### src/hdl/cslsm_pkg.sv
// ----------------------------------------------------------------------------
// cslsm_pkg: shared types and constants of the scan monitor
// Channel plan, counter widths, configuration map, item and command formats.
// ----------------------------------------------------------------------------
package cslsm_pkg;

  // channel plan and counter sizing
  localparam int NUM_CHANNELS = 14;
  localparam int COUNT_BITS   = 24;

  // fixed field widths
  localparam int CH_W        = 4;
  localparam int RSSI_W      = 8;
  localparam int MAC_W       = 48;
  localparam int ROUND_W     = 32;
  localparam int OUT_TOTAL_W = 28;

  // running total holds up to sixteen full counters
  localparam int TOTAL_W = COUNT_BITS + 4;
  localparam int SLOT_W  = (NUM_CHANNELS > 1) ? $clog2(NUM_CHANNELS) : 1;
  localparam int CMP_W   = (TOTAL_W > OUT_TOTAL_W) ? TOTAL_W : OUT_TOTAL_W;

  localparam logic [CH_W-1:0]        FIRST_CHANNEL = CH_W'(1);
  localparam logic [CH_W-1:0]        LAST_CHANNEL  = CH_W'(NUM_CHANNELS);
  localparam logic [OUT_TOTAL_W-1:0] OUT_TOTAL_MAX = '1;
  localparam logic [COUNT_BITS-1:0]  COUNT_MAX     = '1;
  localparam logic signed [RSSI_W-1:0] RSSI_FLOOR_RST = -8'sd100;

  // queue between front and back
  localparam int CMDQ_DEPTH = 4;
  localparam int CMDQ_PTR_W = $clog2(CMDQ_DEPTH);
  localparam int CMDQ_CNT_W = $clog2(CMDQ_DEPTH + 1);

  // result queue at the output
  localparam int OUTQ_DEPTH = 2;
  localparam int OUTQ_PTR_W = $clog2(OUTQ_DEPTH);
  localparam int OUTQ_CNT_W = $clog2(OUTQ_DEPTH + 1);

  // configuration port
  localparam int CFG_DATA_W = 32;
  localparam int CFG_ADDR_W = 3;
  localparam logic [CFG_ADDR_W-3:0] REG_RSSI_FLOOR = '0;

  // classified operation of one word
  typedef enum logic [1:0] {
    OP_IGNORE,
    OP_MGMT,
    OP_HOP
  } op_t;

  typedef struct packed {
    logic                     req_type;
    logic                     is_mgmt;
    logic signed [RSSI_W-1:0] frame_rssi;
    logic [CH_W-1:0]          frame_channel;
    logic [MAC_W-1:0]         sender_mac;
  } in_item_t;

  typedef struct packed {
    logic [CH_W-1:0]          cur_channel;
    logic [ROUND_W-1:0]       round_count;
    logic signed [RSSI_W-1:0] prev_best_rssi;
    logic [CH_W-1:0]          prev_best_channel;
    logic [MAC_W-1:0]         prev_best_mac;
    logic [OUT_TOTAL_W-1:0]   total_packets;
    logic                     round_done;
  } out_item_t;

  typedef struct packed {
    op_t                      op;
    logic signed [RSSI_W-1:0] rssi;
    logic [CH_W-1:0]          channel;
    logic [MAC_W-1:0]         mac;
  } cmd_t;

endpackage

### src/hdl/cslsm_front.sv
// ----------------------------------------------------------------------------
// cslsm_front: intake, classification and command queue
// Holds the floor register, sorts each word into hop / management / ignore
// and buffers commands so the intake keeps going while the back end stalls.
// ----------------------------------------------------------------------------
module cslsm_front (
  input  logic                                   clk,
  input  logic                                   rst_n,
  input  logic                                   push,
  output logic                                   full,
  input  cslsm_pkg::in_item_t                    in_data,
  input  logic                                   psel,
  input  logic                                   penable,
  input  logic                                   pwrite,
  input  logic [cslsm_pkg::CFG_ADDR_W-1:0]       paddr,
  input  logic [cslsm_pkg::CFG_DATA_W-1:0]       pwdata,
  output logic [cslsm_pkg::CFG_DATA_W-1:0]       prdata,
  output logic                                   pready,
  output logic signed [cslsm_pkg::RSSI_W-1:0]    rssi_floor,
  output logic                                   cmd_valid,
  output cslsm_pkg::cmd_t                        cmd,
  input  logic                                   cmd_take
);
  import cslsm_pkg::*;

  logic signed [RSSI_W-1:0] floor_r;
  logic                     floor_wr;
  logic                     floor_sel;

  cmd_t                     q_r [CMDQ_DEPTH];
  logic [CMDQ_PTR_W-1:0]    wr_ptr_r;
  logic [CMDQ_PTR_W-1:0]    rd_ptr_r;
  logic [CMDQ_CNT_W-1:0]    cnt_r;
  logic [CMDQ_CNT_W-1:0]    cnt_nxt;
  logic                     do_push;
  logic                     do_pop;
  cmd_t                     new_cmd;

  // register decode
  assign floor_sel = (paddr[CFG_ADDR_W-1:2] == REG_RSSI_FLOOR);
  assign floor_wr  = psel && penable && pwrite && pready && floor_sel;
  assign pready    = 1'b1;
  assign prdata    = floor_sel ? CFG_DATA_W'(floor_r) : '0;
  assign rssi_floor = floor_r;

  always_ff @(posedge clk) begin
    if (!rst_n) begin
      floor_r <= RSSI_FLOOR_RST;
    end else if (floor_wr) begin
      floor_r <= pwdata[RSSI_W-1:0];
    end
  end

  // classify the incoming word
  always_comb begin
    new_cmd.rssi    = in_data.frame_rssi;
    new_cmd.channel = in_data.frame_channel;
    new_cmd.mac     = in_data.sender_mac;
    if (in_data.req_type) begin
      new_cmd.op = OP_HOP;
    end else if (in_data.is_mgmt) begin
      new_cmd.op = OP_MGMT;
    end else begin
      new_cmd.op = OP_IGNORE;
    end
  end

  // command queue
  assign full      = (cnt_r == CMDQ_CNT_W'(CMDQ_DEPTH));
  assign do_push   = push && !full;
  assign cmd_valid = (cnt_r != '0);
  assign do_pop    = cmd_take && cmd_valid;
  assign cmd       = q_r[rd_ptr_r];

  always_comb begin
    cnt_nxt = cnt_r;
    if (do_push && !do_pop) begin
      cnt_nxt = cnt_r + CMDQ_CNT_W'(1);
    end else if (do_pop && !do_push) begin
      cnt_nxt = cnt_r - CMDQ_CNT_W'(1);
    end
  end

  always_ff @(posedge clk) begin
    if (!rst_n) begin
      wr_ptr_r <= '0;
      rd_ptr_r <= '0;
      cnt_r    <= '0;
    end else begin
      cnt_r <= cnt_nxt;
      if (do_push) begin
        wr_ptr_r <= (wr_ptr_r == CMDQ_PTR_W'(CMDQ_DEPTH - 1)) ? '0
                                                              : wr_ptr_r + CMDQ_PTR_W'(1);
      end
      if (do_pop) begin
        rd_ptr_r <= (rd_ptr_r == CMDQ_PTR_W'(CMDQ_DEPTH - 1)) ? '0
                                                              : rd_ptr_r + CMDQ_PTR_W'(1);
      end
    end
  end

  // queue storage, payload only
  always_ff @(posedge clk) begin
    if (do_push) begin
      q_r[wr_ptr_r] <= new_cmd;
    end
  end

endmodule

### src/hdl/cslsm_back.sv
// ----------------------------------------------------------------------------
// cslsm_back: scan state update and result queue
// Applies one command a cycle, while the result queue has room or is being read,
// to the channel, counter and loudest-sender state, queuing its word for the output side.
// ----------------------------------------------------------------------------
module cslsm_back (
  input  logic                                clk,
  input  logic                                rst_n,
  input  logic signed [cslsm_pkg::RSSI_W-1:0] rssi_floor,
  input  logic                                cmd_valid,
  input  cslsm_pkg::cmd_t                     cmd,
  output logic                                cmd_take,
  output logic                                empty,
  input  logic                                pop,
  output cslsm_pkg::out_item_t                out_data
);
  import cslsm_pkg::*;

  // scan state
  logic [CH_W-1:0]          channel_r,  channel_nxt;
  logic [COUNT_BITS-1:0]    pending_r,  pending_nxt;
  logic [COUNT_BITS-1:0]    counts_r [NUM_CHANNELS];
  logic [TOTAL_W-1:0]       total_r,    total_nxt;
  logic [ROUND_W-1:0]       rounds_r,   rounds_nxt;
  logic signed [RSSI_W-1:0] best_rssi_r, best_rssi_nxt;
  logic [CH_W-1:0]          best_ch_r,  best_ch_nxt;
  logic [MAC_W-1:0]         best_mac_r, best_mac_nxt;
  logic signed [RSSI_W-1:0] last_rssi_r, last_rssi_nxt;
  logic [CH_W-1:0]          last_ch_r,  last_ch_nxt;
  logic [MAC_W-1:0]         last_mac_r, last_mac_nxt;

  logic                     wrap;
  logic                     is_hop;
  logic [CH_W-1:0]          hop_ch;
  logic [SLOT_W-1:0]        old_slot;
  logic [SLOT_W-1:0]        new_slot;
  logic signed [RSSI_W-1:0] cmd_rssi;
  out_item_t                res;

  // result queue
  out_item_t                oq_r [OUTQ_DEPTH];
  logic [OUTQ_PTR_W-1:0]    oq_wr_r;
  logic [OUTQ_PTR_W-1:0]    oq_rd_r;
  logic [OUTQ_CNT_W-1:0]    oq_cnt_r;
  logic                     oq_pop;

  assign empty    = (oq_cnt_r == '0);
  assign oq_pop   = pop && !empty;
  assign cmd_take = cmd_valid && ((oq_cnt_r != OUTQ_CNT_W'(OUTQ_DEPTH)) || oq_pop);
  assign out_data = oq_r[oq_rd_r];

  // channel stepping
  assign wrap     = (channel_r >= LAST_CHANNEL);
  assign hop_ch   = wrap ? FIRST_CHANNEL : channel_r + CH_W'(1);
  assign old_slot = SLOT_W'(channel_r - FIRST_CHANNEL);
  assign new_slot = SLOT_W'(hop_ch - FIRST_CHANNEL);
  assign is_hop   = (cmd.op == OP_HOP);
  assign cmd_rssi = cmd.rssi;

  // next scan state
  always_comb begin
    channel_nxt   = channel_r;
    pending_nxt   = pending_r;
    total_nxt     = total_r;
    rounds_nxt    = rounds_r;
    best_rssi_nxt = best_rssi_r;
    best_ch_nxt   = best_ch_r;
    best_mac_nxt  = best_mac_r;
    last_rssi_nxt = last_rssi_r;
    last_ch_nxt   = last_ch_r;
    last_mac_nxt  = last_mac_r;
    case (cmd.op)
      OP_HOP: begin
        pending_nxt = '0;
        channel_nxt = hop_ch;
        // slot being left was cleared on entry, so only the entered slot leaves the sum
        if (NUM_CHANNELS > 1) begin
          total_nxt = total_r + TOTAL_W'(pending_r) - TOTAL_W'(counts_r[new_slot]);
        end
        if (wrap) begin
          rounds_nxt    = rounds_r + ROUND_W'(1);
          last_rssi_nxt = best_rssi_r;
          last_ch_nxt   = best_ch_r;
          last_mac_nxt  = best_mac_r;
          best_rssi_nxt = rssi_floor;
          best_ch_nxt   = '0;
          best_mac_nxt  = '0;
        end
      end
      OP_MGMT: begin
        if (pending_r != COUNT_MAX) begin
          pending_nxt = pending_r + COUNT_BITS'(1);
        end
        if (cmd_rssi > best_rssi_r) begin
          best_rssi_nxt = cmd_rssi;
          best_ch_nxt   = cmd.channel;
          best_mac_nxt  = cmd.mac;
        end
      end
      default: ;
    endcase
  end

  // result word from the updated state
  always_comb begin
    res.cur_channel       = channel_nxt;
    res.round_count       = rounds_nxt;
    res.prev_best_rssi    = last_rssi_nxt;
    res.prev_best_channel = last_ch_nxt;
    res.prev_best_mac     = last_mac_nxt;
    res.total_packets     = (CMP_W'(total_nxt) > CMP_W'(OUT_TOTAL_MAX)) ? OUT_TOTAL_MAX
                                                                        : OUT_TOTAL_W'(total_nxt);
    res.round_done        = is_hop && wrap;
  end

  // state registers
  always_ff @(posedge clk) begin
    if (!rst_n) begin
      channel_r   <= FIRST_CHANNEL;
      pending_r   <= '0;
      total_r     <= '0;
      rounds_r    <= '0;
      best_rssi_r <= RSSI_FLOOR_RST;
      best_ch_r   <= '0;
      best_mac_r  <= '0;
      last_rssi_r <= RSSI_FLOOR_RST;
      last_ch_r   <= '0;
      last_mac_r  <= '0;
      for (int i = 0; i < NUM_CHANNELS; i++) begin
        counts_r[i] <= '0;
      end
    end else if (cmd_take) begin
      channel_r   <= channel_nxt;
      pending_r   <= pending_nxt;
      total_r     <= total_nxt;
      rounds_r    <= rounds_nxt;
      best_rssi_r <= best_rssi_nxt;
      best_ch_r   <= best_ch_nxt;
      best_mac_r  <= best_mac_nxt;
      last_rssi_r <= last_rssi_nxt;
      last_ch_r   <= last_ch_nxt;
      last_mac_r  <= last_mac_nxt;
      // store the left slot, then clear the entered one
      if (is_hop) begin
        counts_r[old_slot] <= pending_r;
        counts_r[new_slot] <= '0;
      end
    end
  end

  // result queue control
  always_ff @(posedge clk) begin
    if (!rst_n) begin
      oq_wr_r  <= '0;
      oq_rd_r  <= '0;
      oq_cnt_r <= '0;
    end else begin
      if (cmd_take && !oq_pop) begin
        oq_cnt_r <= oq_cnt_r + OUTQ_CNT_W'(1);
      end else if (oq_pop && !cmd_take) begin
        oq_cnt_r <= oq_cnt_r - OUTQ_CNT_W'(1);
      end
      if (cmd_take) begin
        oq_wr_r <= (oq_wr_r == OUTQ_PTR_W'(OUTQ_DEPTH - 1)) ? '0 : oq_wr_r + OUTQ_PTR_W'(1);
      end
      if (oq_pop) begin
        oq_rd_r <= (oq_rd_r == OUTQ_PTR_W'(OUTQ_DEPTH - 1)) ? '0 : oq_rd_r + OUTQ_PTR_W'(1);
      end
    end
  end

  // result queue storage
  always_ff @(posedge clk) begin
    if (cmd_take) begin
      oq_r[oq_wr_r] <= res;
    end
  end

endmodule

### src/hdl/channel_scan_loudest_sender_monitor.sv
// ----------------------------------------------------------------------------
// channel_scan_loudest_sender_monitor: channel-hopping scan monitor
// Counts management frames per channel and reports each round's loudest
// sender while the receiver hops across the channel plan.
// ----------------------------------------------------------------------------
// usage
//   input side: a queue write port. present a word on in_data with push high;
//   it is taken at a clock edge where full is low. a word is either a
//   received frame or a hop tick.
//   output side: a queue read port. while empty is low the oldest result word
//   is on out_data; pop high at a clock edge takes it. every input word gives
//   exactly one result word, in order.
//   configuration: register rssi_floor at byte address 0 over the apb-style
//   port. the user must write it only while the block is idle; the block
//   does not enforce this. it seeds the loudest-sender tracker at the start
//   of each round. timing: a taken word is held in the command queue until
//   the back end applies it, and its result is readable once in the result
//   queue. while pop stays high, one word per cycle is sustained both ways.
//   stalls: a 4-word command queue and a 2-word result queue let intake go on
//   while pop is held low; full rises once both queues have filled.
//   reset: synchronous, active low; both queues empty, channel 1, all counts
//   and rounds zero, floor back to -100. no clearing pass is needed.
// ----------------------------------------------------------------------------
module channel_scan_loudest_sender_monitor (
  input  logic                                clk,
  input  logic                                rst_n,
  input  logic                                push,
  output logic                                full,
  input  cslsm_pkg::in_item_t                 in_data,
  output logic                                empty,
  input  logic                                pop,
  output cslsm_pkg::out_item_t                out_data,
  input  logic                                psel,
  input  logic                                penable,
  input  logic                                pwrite,
  input  logic [cslsm_pkg::CFG_ADDR_W-1:0]    paddr,
  input  logic [cslsm_pkg::CFG_DATA_W-1:0]    pwdata,
  output logic [cslsm_pkg::CFG_DATA_W-1:0]    prdata,
  output logic                                pready
);
  import cslsm_pkg::*;

  logic signed [RSSI_W-1:0] rssi_floor;
  logic                     cmd_valid;
  logic                     cmd_take;
  cmd_t                     cmd;

  // intake and classification
  cslsm_front u_front (
    .clk        (clk),
    .rst_n      (rst_n),
    .push       (push),
    .full       (full),
    .in_data    (in_data),
    .psel       (psel),
    .penable    (penable),
    .pwrite     (pwrite),
    .paddr      (paddr),
    .pwdata     (pwdata),
    .prdata     (prdata),
    .pready     (pready),
    .rssi_floor (rssi_floor),
    .cmd_valid  (cmd_valid),
    .cmd        (cmd),
    .cmd_take   (cmd_take)
  );

  // state update and results
  cslsm_back u_back (
    .clk        (clk),
    .rst_n      (rst_n),
    .rssi_floor (rssi_floor),
    .cmd_valid  (cmd_valid),
    .cmd        (cmd),
    .cmd_take   (cmd_take),
    .empty      (empty),
    .pop        (pop),
    .out_data   (out_data)
  );

endmodule

### config.mk
export PLATFORM = sky130hd
export DESIGN_NAME = channel_scan_loudest_sender_monitor
export DESIGN_NICKNAME = d
export VERILOG_FILES = /design/src/hdl/cslsm_pkg.sv /design/src/hdl/cslsm_front.sv /design/src/hdl/cslsm_back.sv /design/src/hdl/channel_scan_loudest_sender_monitor.sv
export SDC_FILE = /design/constraint.sdc
export NUM_CORES = 2
export LEC_CHECK = 0
export ABC_AREA = 1
export ABC_CLOCK_PERIOD_IN_PS = 14180
export BUFFER_PORTS_ARGS = -buffer_cell sky130_fd_sc_hd__buf_2
export CORE_ASPECT_RATIO = 0.8
export CORE_MARGIN = 4
export CORE_UTILIZATION = 30
export CTS_CLUSTER_DIAMETER = 100
export CTS_CLUSTER_SIZE = 14
export DETAILED_ROUTE_END_ITERATION = 8
export PLACE_DENSITY = 0.5
export SLEW_MARGIN = 15
export SYNTH_ARGS = -nofsm -noshare
export SYNTH_HDL_FRONTEND = slang
export SYNTH_SLANG_ARGS = --single-unit
### constraint.sdc
create_clock -name clk -period 14.18 [get_ports clk]
set_clock_uncertainty 0.05 [all_clocks]
set_input_delay 2.127 -clock clk [delete_from_list [all_inputs] [get_ports clk]]
set_output_delay 2.127 -clock clk [all_outputs]
set_load 0.02 [all_outputs]
==> results.ini <==
[drt]
drc=0
wl_per_cell_um=20.4
first_iter_violations=3994
drt_first_pass_iters=6
drt-total-wl_um=164000
dr_total_vias=39800
viasPerCell=4.93
drtAntennaViolNets=0

[timing]
min_period_ns=7.41
fin_hold_ws_ns=0.403
worst_pin_slew_ns=1.14
finalCritPeriodShare=0.523
tns_ns=0
setup_viol=0
finalHoldViolations=0
max_freq_mhz=135
rsz0062_at_grt=false
slew_viol_final=0
relSlewSlack=0.235

[final_layout]
synthToLayoutAreaGrowth_pct=11.8
final_cells=8059
seqCellArea_sq_um=27300
final_util=0.337
fin_area_sq_um=55400
nNetsFinal=6015
fill_cells=17000
multi_input_area_sq_um=19200
drive_gt1_frac=0.113

[cts]
clock_sinks=1112
hold_buffers=0
cts_tree=built
clkSlewWorstSetupHoldPaths_ns=0.07
numCtsBuffers=90
cts_resized=0
cts_root_buffer=clkbuf_16
cts_max_level=3
clockBufferDepth=3
clock_latency_ns=0.74
cts_setup_buffers=0

[floorplanning]
dieArea_sq_um=172000
die_height_um=372
fp.dieW_um=462
core-area_sq_um=164000
rows=133
initial_core_util=0.302
ioPinCount=264

[synthesis]
ys_warn_count=0
syn_nets=5987
syn-instance-count=5802
syn_area_per_cell_sq_um=8.54
synth_top_flop_cell=dfxtp_1
synth.distinct_cells=47
ys_async_sr_fraction=0
yosysSeqAreaShare=0.550
synth_edf_count=498
syn_area_sq_um=49600
synth_seq_cells=1112

[flow_run]
maxCapViolCount=0

[power_and_ir_drop]
p_leak_nw=21.3
pwr-share-clk=0.167
seqPwrFrac=0.309
switching_share=0.479
p_sw_mw=7.05
powerDensity_nw_per_um2=265
power_frac_comb=0.524
ir_drop_uv=225
p_int_mw=7.66

[placed_design]
gp_congestion=0.883
hpwl_um=105000
place_area_sq_um=52700
dp.cells=7897
io_buffer_count=236

[run_status]
outcome=finished, final reports clean

[global_route]
grt_use_total=0.184
grt_start_max_net_pins=164
grt_pass1_vias=36100
grt_pass1_wl_um=242000
gr-total-overflow=0
antenna_found_initial=19

[critical_path]
cp_max_fo=63
endpoint_kind=flip-flop
critical_path_class=flip-flop to flip-flop
arrival_ns=7.75
start_kind=flip-flop
crit_required_ns=14.51

[worst_hold_path]
hold_path.class=flip-flop to flip-flop

## cells by family after synthesis
logic type | count (synthesis) | synth area share
AOI/OAI and AO/OA | 1308 | 0.138
DFF | 1112 | 0.550
xor gates and xnor gates | 49 | 0.00911
adders and majority gates | 81 | 0.0242
buffers and inverters | 818 | 0.0656
and+or+nand+nor | 2308 | 0.185
other | 1 | 0.0000756
muxes | 125 | 0.0284
## power groups by stage
stage	clock [mW]	sequential [mW]	combinational [mW]
after floorplan	0	4.57	5.10
after global placement	0	4.60	7.63
after detailed placement	0	4.62	7.65
after CTS	2.53	4.55	7.68
after global routing	2.65	4.61	8.52
final	2.46	4.55	7.71
## critical path, stage by stage (launching register included)
cell and delay [ns]:
dfxtp_1 0.42, inv_2 0.18, ha_1 0.20, nor2_1 0.07
nor2_4 0.19, nor2_4 0.06, inv_4 0.42, ha_2 0.40
inv_2 0.57, buf_4 0.76, o21ai_0 0.21, o22ai_1 0.35
nand2_1 0.10, nand3_1 0.20, nand2_1 0.17, fa_1 0.56
inv_1 0.07, fa_1 0.46, inv_1 0.12, nand3_1 0.08
nand2_1 0.22, nand2_1 0.08, nand2_1 0.15, xnor2_1 0.17
o21ai_0 0.72
## layer usage
| metal | global-route usage | vias to the layer above | wire (um) |
|---|---|---|---|
| met5 | 0 | - | 86 |
| met4 | 0.0408 | 12 | 3430 |
| met3 | 0.0275 | 194 | 11400 |
| met2 | 0.275 | 1265 | 69700 |
| met1 | 0.279 | 19000 | 79700 |
| li1 | - | 19300 | - |
## area by class of cell
type | instances | area share
antenna | 6 | 0.000271
clock buffer | 146 | 0.0452
clock inverter | 9 | 0.00354
inverter | 409 | 0.0278
multi-input combinational | 3872 | 0.346
sequential | 1112 | 0.492
tap | 2160 | 0.0488
timing repair buffer | 345 | 0.0367
## Yosys cell counts (all sizes together), types with 2 or more instances
master / n / area (sq um)
a211oi: 2 / 15.0
a21oi: 554 / 2770
a31oi: 4 / 25.0
a32oi: 2 / 17.5
and2: 3 / 18.8
buf: 111 / 598
clkbuf: 298 / 1120
dfxtp: 614 / 12300
edfxtp: 498 / 15000
fa: 25 / 500
ha: 56 / 701
inv: 409 / 1540
mux2: 125 / 1410
nand2: 1488 / 5610
nand3: 186 / 946
nand3b: 4 / 30.0
nand4: 29 / 181
nor2: 563 / 2210
nor3: 25 / 130
o211ai: 9 / 67.6
o21a: 6 / 45.0
o21ai: 570 / 2850
o21bai: 5 / 37.5
o22ai: 152 / 951
or2: 7 / 43.8
xnor2: 14 / 130
xor2: 35 / 322
## flip-flops by register name, indices dropped and copies added, names as in the netlist, 4 cells and up, named ones only
signal and cells:
u_back.counts_r 384, u_back.oq_r 250, u_front.q_r 248, u_back.best_mac_r 48
u_back.last_mac_r 48, u_back.rounds_r 32, u_back.total_r 28, u_back.pending_r 24
u_back.best_rssi_r 8, u_back.last_rssi_r 8, u_front.rssi_floor 8, u_back.best_ch_r 4
u_back.channel_r 4, u_back.last_ch_r 4
## path summary, 6_finish.rpt
kind | start | end | slack, ns | cells past startpoint
setup / recovery | u_back.channel_r[0] | u_back.oq_r[1][7] | 6.77 | 24
hold reg to reg | u_back.oq_rd_r | flip-flop | 0.40 | 1
setup reg to reg | u_back.channel_r[0] | u_back.oq_r[1][7] | 6.77 | 24
hold / removal | u_back.oq_rd_r | flip-flop | 0.40 | 1
## cells in the final DEF, fill, tap and decap left out, drive strengths merged, types with 152 or more instances in the layout
cell type	n
dfxtp	614
a21oi	554
buf	345
o21ai	570
nand2	1488
inv	410
edfxtp	498
nand3	186
nor2	563
o22ai	152
## per-stage QoR
step | total power [mW] | worst slack, ns
after floorplan | 9.67 | 5.38
after global placement | 12.2 | 7.15
after detailed placement | 12.3 | 7.12
after CTS | 14.8 | 7.06
after global routing | 15.8 | 6.55
final | 14.7 | 6.77
(Power assumes the default switching activity.)
